==> config.mk <==
export PLATFORM = sky130hd
export DESIGN_NAME = ppad_ctrl
export DESIGN_NICKNAME = d
export VERILOG_FILES = /design/src/hw/rtl/ppad_pkg.sv /design/src/hw/rtl/ppad_ctrl.sv
export SDC_FILE = /design/constraint.sdc
export NUM_CORES = 1
export LEC_CHECK = 0
export ABC_CLOCK_PERIOD_IN_PS = 4200
export BUFFER_PORTS_ARGS = -buffer_cell sky130_fd_sc_hd__buf_2
export CELL_PAD_IN_SITES_DETAIL_PLACEMENT = 1
export CELL_PAD_IN_SITES_GLOBAL_PLACEMENT = 1
export CORE_UTILIZATION = 40
export CTS_CLUSTER_DIAMETER = 100
export CTS_CLUSTER_SIZE = 20
export DETAILED_ROUTE_END_ITERATION = 12
export PLACE_DENSITY = 0.9
export SLEW_MARGIN = 20
export SYNTH_ARGS = -nofsm -noshare
export SYNTH_HDL_FRONTEND = slang
export SYNTH_SLANG_ARGS = --single-unit
==> constraint.sdc <==
create_clock -name clk_i -period 4.2 [get_ports clk_i]
set_input_delay 1.05 -clock clk_i [delete_from_list [all_inputs] [get_ports clk_i]]
set_output_delay 1.05 -clock clk_i [all_outputs]
set_load 0.005 [all_outputs]
==> src/hw/rtl/ppad_pkg.sv <==
// Package for the polyline point-at-distance block.
// Holds field widths, request codes, datapath operation codes and the
// command and status types shared by the controller and the datapath.
package ppad_pkg;

  localparam int unsigned MaxVerticesDef = 64;
  localparam int unsigned CoordW = 24;
  localparam int unsigned ReqW = 2;

  localparam logic [ReqW-1:0] REQ_CLEAR  = 2'd0;
  localparam logic [ReqW-1:0] REQ_APPEND = 2'd1;
  localparam logic [ReqW-1:0] REQ_QUERY  = 2'd2;

  localparam int unsigned DiffW = CoordW + 1;
  localparam int unsigned SqW = 2 * DiffW;
  localparam int unsigned SqrtIter = SqW / 2;
  localparam int unsigned ProdW = DiffW + CoordW;
  localparam int unsigned DivW = ProdW + 1;
  localparam int unsigned IterW = $clog2(DivW);

  typedef enum logic [4:0] {
    OP_NONE,
    OP_LOAD,
    OP_CLEAR,
    OP_REFUSE,
    OP_WRITE0,
    OP_RD_PREV,
    OP_APP_ABS,
    OP_APP_SQX,
    OP_APP_SQY,
    OP_SQRT_STEP,
    OP_APP_WRITE,
    OP_WALK_INIT,
    OP_WALK_RD,
    OP_WALK_CHK,
    OP_RD_A,
    OP_RD_B,
    OP_CAP_B,
    OP_MUL,
    OP_DIV_INIT,
    OP_DIV_STEP,
    OP_ITP,
    OP_FIN
  } dp_op_e;

  typedef struct packed {
    dp_op_e op;
    logic   coord_y;
  } dp_cmd_t;

  typedef struct packed {
    logic [ReqW-1:0] req;
    logic            empty;
    logic            lt2;
    logic            full;
    logic            walk_end;
    logic            sqrt_last;
    logic            div_last;
  } dp_stat_t;

endpackage

==> src/hw/rtl/ppad_ctrl.sv <==
// Controller state machine of the polyline point-at-distance block.
// Sequences the datapath through append, walk, divide and response steps.
// Depends on ppad_pkg.
module ppad_ctrl (
  input  logic               clk_i,
  input  logic               rst_ni,
  input  logic               in_valid_i,
  output logic               in_ready_o,
  output logic               out_valid_o,
  input  logic               out_ready_i,
  input  ppad_pkg::dp_stat_t stat_i,
  output ppad_pkg::dp_cmd_t  cmd_o
);
  import ppad_pkg::*;

  localparam logic [4:0] S_IDLE     = 5'd0;
  localparam logic [4:0] S_DISP     = 5'd1;
  localparam logic [4:0] S_APP_ABS  = 5'd2;
  localparam logic [4:0] S_APP_SQX  = 5'd3;
  localparam logic [4:0] S_APP_SQY  = 5'd4;
  localparam logic [4:0] S_SQRT     = 5'd5;
  localparam logic [4:0] S_APP_WR   = 5'd6;
  localparam logic [4:0] S_WALK_RD  = 5'd7;
  localparam logic [4:0] S_WALK_CHK = 5'd8;
  localparam logic [4:0] S_RD_A     = 5'd9;
  localparam logic [4:0] S_RD_B     = 5'd10;
  localparam logic [4:0] S_CAP_B    = 5'd11;
  localparam logic [4:0] S_MUL      = 5'd12;
  localparam logic [4:0] S_DINIT    = 5'd13;
  localparam logic [4:0] S_DIV      = 5'd14;
  localparam logic [4:0] S_ITP      = 5'd15;
  localparam logic [4:0] S_FIN      = 5'd16;

  logic [4:0] state_q, state_d;
  logic       coord_q, coord_d;
  logic       out_valid_q, out_valid_d;

  always_comb begin
    state_d     = state_q;
    coord_d     = coord_q;
    in_ready_o  = 1'b0;
    cmd_o.op    = OP_NONE;
    cmd_o.coord_y = coord_q;
    case (state_q)
      S_IDLE: begin
        in_ready_o = 1'b1;
        if (in_valid_i) begin
          cmd_o.op = OP_LOAD;
          state_d  = S_DISP;
        end
      end
      S_DISP: begin
        state_d = S_FIN;
        case (stat_i.req)
          REQ_CLEAR: cmd_o.op = OP_CLEAR;
          REQ_APPEND: begin
            if (stat_i.full) begin
              cmd_o.op = OP_REFUSE;
            end else if (stat_i.empty) begin
              cmd_o.op = OP_WRITE0;
            end else begin
              cmd_o.op = OP_RD_PREV;
              state_d  = S_APP_ABS;
            end
          end
          REQ_QUERY: begin
            if (!stat_i.lt2) begin
              cmd_o.op = OP_WALK_INIT;
              state_d  = S_WALK_RD;
            end
          end
          default: cmd_o.op = OP_NONE;
        endcase
      end
      S_APP_ABS: begin
        cmd_o.op = OP_APP_ABS;
        state_d  = S_APP_SQX;
      end
      S_APP_SQX: begin
        cmd_o.op = OP_APP_SQX;
        state_d  = S_APP_SQY;
      end
      S_APP_SQY: begin
        cmd_o.op = OP_APP_SQY;
        state_d  = S_SQRT;
      end
      S_SQRT: begin
        cmd_o.op = OP_SQRT_STEP;
        if (stat_i.sqrt_last) state_d = S_APP_WR;
      end
      S_APP_WR: begin
        cmd_o.op = OP_APP_WRITE;
        state_d  = S_FIN;
      end
      S_WALK_RD: begin
        cmd_o.op = OP_WALK_RD;
        state_d  = S_WALK_CHK;
      end
      S_WALK_CHK: begin
        cmd_o.op = OP_WALK_CHK;
        state_d  = stat_i.walk_end ? S_RD_A : S_WALK_RD;
      end
      S_RD_A: begin
        cmd_o.op = OP_RD_A;
        state_d  = S_RD_B;
      end
      S_RD_B: begin
        cmd_o.op = OP_RD_B;
        state_d  = S_CAP_B;
      end
      S_CAP_B: begin
        cmd_o.op = OP_CAP_B;
        coord_d  = 1'b0;
        state_d  = S_MUL;
      end
      S_MUL: begin
        cmd_o.op = OP_MUL;
        state_d  = S_DINIT;
      end
      S_DINIT: begin
        cmd_o.op = OP_DIV_INIT;
        state_d  = S_DIV;
      end
      S_DIV: begin
        cmd_o.op = OP_DIV_STEP;
        if (stat_i.div_last) state_d = S_ITP;
      end
      S_ITP: begin
        cmd_o.op = OP_ITP;
        if (coord_q) begin
          state_d = S_FIN;
        end else begin
          coord_d = 1'b1;
          state_d = S_MUL;
        end
      end
      S_FIN: begin
        if (!out_valid_q || out_ready_i) begin
          cmd_o.op = OP_FIN;
          state_d  = S_IDLE;
        end
      end
      default: state_d = S_IDLE;
    endcase
  end

  always_comb begin
    out_valid_d = out_valid_q;
    if (cmd_o.op == OP_FIN) begin
      out_valid_d = 1'b1;
    end else if (out_ready_i) begin
      out_valid_d = 1'b0;
    end
  end

  always_ff @(posedge clk_i or negedge rst_ni) begin
    if (!rst_ni) begin
      state_q     <= S_IDLE;
      coord_q     <= 1'b0;
      out_valid_q <= 1'b0;
    end else begin
      state_q     <= state_d;
      coord_q     <= coord_d;
      out_valid_q <= out_valid_d;
    end
  end

  assign out_valid_o = out_valid_q;

endmodule

; Yosys cells after proc, flatten, opt, wreduce, memory -nomap -nowiden
; Index checks and enable logic that the tools add are counted.
; Widths: inputs -> output; s select.
[word_totals]
ff_bits = 7
latch_bits = 0
ram_bits = 0
romBits = 0
input_bits = 12
out_inout_bits = 8
elab_cells = 55
memories = 0
[classes]
addsub = 0
mul = 0
div = 0
magnitude_cmp = 0
eq_ne = 23
shifts = 0
n_mux = 22
bitwise_logic = 0
n_reduce_logical = 7
[ops]
columns = cell, count
row1 = $pmux 5 s17, 2
row2 = $mux 5, 9
row3 = $eq 5x4->1 const B, 8
row4 = $eq 5x3->1 const B, 4
row5 = $pmux 4 s3, 1
row6 = $eq 5x2->1 const B, 2
row7 = $eq 5x5->1 const B, 2
row8 = $pmux 5 s2, 1
row9 = $mux 4, 2
row10 = $ne 2x2->1 const B, 4
row11 = $eq 5x1->1 const B, 1
row12 = $logic_not 5->1, 1
row13 = $mux 1, 5
row14 = $reduce_and 4->1, 1
row15 = $reduce_bool 2->1, 2
row16 = $mux 3, 1
row17 = $eq 2x1->1 const B, 1
row18 = $eq 2x2->1 const B, 1
row19 = $logic_not 2->1, 1
row20 = $pmux 1 s2, 1
row21 = $logic_not 1->1, 1
row22 = $logic_or 1x1->1, 1

; Logic depth before layout (Yosys ltp)
[depth]
depth_word = 6
mapped_depth = 6
mapped_depth_nobuf = 6

; Worst setup path before layout
; OpenSTA, ideal clock, no wires.
[synth_path]
kind = input -> output
startpoint = input port stat_i[6] in the netlist's numbering
endpoint = output port cmd_o[3] in the netlist's numbering
t_arrival_ns = 1.980
t_required_ns = 3.150
slack_ns = 1.170
cell_stages = 4
path_buffers = 0
path_cell_list = ha_1 or4_4 nor3b_2 or3_1
[synth_rtl]
columns = item, line_no
row1 = from (decl), ppad_ctrl.sv:11  ; input ppad_pkg::dp_stat_t stat_i,
row2 = to (decl), ppad_ctrl.sv:12  ; output ppad_pkg::dp_cmd_t cmd_o

==> flow_summary.yaml <==
status:
  outcome: "completed"
sta:
  fin_crit_sh_pct: 79.2
  hold_viol_final: 0
  slew_viol_final: 0
  min_period_ns: 3.33
  finalSetupViolCount: 0
  rsz0062_at_grt: "false"
  fin_ws_ns: 0.874
  worstMarginPinSlew_ns: 0.698
  fin_tns_setup_ns: 0
  maxSlewHeadroom_pct: 53.0
  final.setup_skew_ns: 0.000664
  fmax_mhz: 301
critical_path:
  cp_data_arrival_time_ns: 2.28
  critical_path_class: "reg -> out"
  r2r_end: "state_q[1]"
  slowest_delay_ns: 0.76
  path_cells: "or3b_1 > or4_4 > a21o_1 > o21ai_0 > buf_2"
  ff2ff_path_depth: 3
  worstPathMaxFanout: 23
  timing.rr.start: "state_q[0]"
  r2r_slack_ns: 2.32
  cp-end-kind: "output port"
  critPathLaunchType: "flop"
  worstPathRequired_ns: 3.15
  slowest_stage: "dfrtp_1"
clock_network:
  clockBufferDepth: 2
  clk_pin_slew_ns: 0.05
  cts_buffers: 3
  post_cts.repair.setup_buffers: 0
  ctsResizeCount: 0
  cts_tree: "built"
  worstSkewPairLatency_ns: 0.25
  cts_num_sinks: 7
  cts_root_buf: "clkbuf_4"
  hold_buffers: 0
  htree_levels: 1
drt:
  drtPass1Iterations: 4
  vias_per_cell: 5.72
  drtAntennaViolNets: 0
  drc_errors: 0
  wl_um: 2310
  drt_iter0_markers: 9
  routedWlPerCell_um: 15.3
  num_vias: 863
die:
  chipHeight_um: 47.3
  io_pins: 20
  die_w_um: 47.3
  rows: 16
  coreArea_um2: 1940
  start_util_pct: 42.3
  die_area_um2: 2240
global_route:
  grt_pass1_vias: 782
  antenna_found_initial: 0
  overflow: 0
  grt_usage_pct: 22.5
  grt_max_degree: 24
  grt_pass1_wl_um: 3500
worst_hold_path:
  min_path_cells: 1
  hold_class: "reg -> reg"
  min_to: "coord_q"
  hp-start: "coord_q"
layout:
  final_layout_size_suffix_gt1_share_pct: 21.8
  area_delta_synth_final_pct: 12.3
  design_area_um2: 923
  layout.nets: 142
  antennaDiodeCount: 0
logic_synthesis:
  ys_async_sr_fraction_pct: 100
  syn-instance-count: 111
  synth-seq-cells: 7
  ys_seq_area_share_pct: 21.3
  synth_cell_type_count: 44
  synth_edf_count: 0
  synthFlopType: "dfrtp_1"
  syn_area_per_cell_um2: 7.41
  syn_area_um2: 822
  yosysWarnings: 0
  yosys.area.top_type_share_pct: 21.3
  syn-num-nets: 128
  synthTopCellsByArea: "dfrtp_1 21%, ha_1 7.6%, nor2_1 5.0%"
  synth_top_cell_by_area: "dfrtp_1"
place:
  dp_hpwl_um: 1690
  dpl_cell_area_um2: 897
  port_buffers: 19
  pre_cts_ws_ns: 0.869
  place.gp.congestion: 0.760
power:
  powerDensity_nw_per_um2: 640
  power.leakage_nw: 0.403
  vdd_drop_max_uv: 404
  power_w: 0.000591
job:
  maxCapViolations: 0
registers in the layout, indices dropped and copies added (netlist names):
name	flops
out_valid_o	1
state_q	5
coord_q	1
cell usage in the layout (no fill, tap or decap), types with 2 or more instances in the layout:
master and instances:
or3_1 2, nand2b_1 6, o22ai_1 3, nand3_1 7, a31oi_1 2, nand2_1 7
o21ai_0 5, dfrtp_1 7, buf_2 19, ha_1 5, a2111oi_0 2, nor3_1 2
nor2_1 11, inv_1 5, nor2b_1 4, clkbuf_4 3, a21oi_1 8
Yosys cell counts (2+ instances only):
cell type  instances
o21ai_0            5
a2111oi_0          2
nor2b_1            4
nor2_1            11
nor3_1             2
clkbuf_1           4
nand2b_1           6
nand3_1            7
a21oi_1            8
o22ai_1            3
dfrtp_1            7
inv_1              5
nand2_1            7
ha_1               5
buf_2              4
a31oi_1            2
or3_1              2
cells by family after synthesis:
family                   synth area share [%]
adder cells (fa/ha/maj)                  7.61
AND/OR/NAND/NOR                          31.1
buffers and inverters                    8.83
multiplexers                             1.37
XOR/XNOR                                 1.07
flip-flops                               21.3
AO/OA/AOI/OAI                            28.8
cell type report:
type	instances	area [µm²]
repair buffers	19	95.1
inverters	5	18.8
well taps	27	33.8
fillers	278	1020
multi-input cells	89	574
flip-flops and latches	7	175
clock buffers	4	26.3
critical path, delay by kind of cell, from the launching register on:
family / cells / cell delay [ns]
DFF: 1 / 0.76
buffers and inverters: 1 / 0.14
AOI/OAI and AO/OA: 2 / 0.24
and+or+nand+nor: 2 / 0.89
layer usage:
layer,vias up,track usage [%],routed length [µm]
met2,17,37.8,1170
met5,-,0,0
met4,0,6.86,8
met3,2,5.38,72
met1,412,28.3,1060
li1,432,-,-
worst max-delay path by stage:
stage | depth (start not counted) | endpoint | slack (ns) | start
after global routing | 5 | cmd_o[2] | 0.70 | state_q[0]
after floorplan | 4 | cmd_o[3] | 1.17 | stat_i[6]
final | 5 | cmd_o[2] | 0.87 | state_q[0]
after detailed placement | 6 | cmd_o[2] | 0.87 | stat_i[6]
after CTS | 6 | cmd_o[2] | 0.86 | stat_i[6]
after global placement | 6 | cmd_o[3] | 0.91 | stat_i[6]
through the flow:
step	hold slack (ns)	instances	util [%]
floorplan	0.527	111	-
global placement	0.549	147	46.2
detailed placement	0.605	147	46.2
CTS	0.615	151	47.6
global route	0.608	151	47.6
finish	0.610	151	47.6
power breakdown:
group / internal, W / total, W / switching (W)
registers: 0.0000933 / 0.000208 / 0.000115
logic: 0.000164 / 0.000322 / 0.000157
clock network: 0.0000362 / 0.0000608 / 0.0000246
total: 0.000294 / 0.000591 / 0.000297
No activity file was read; power rests on OpenSTA's default activity.
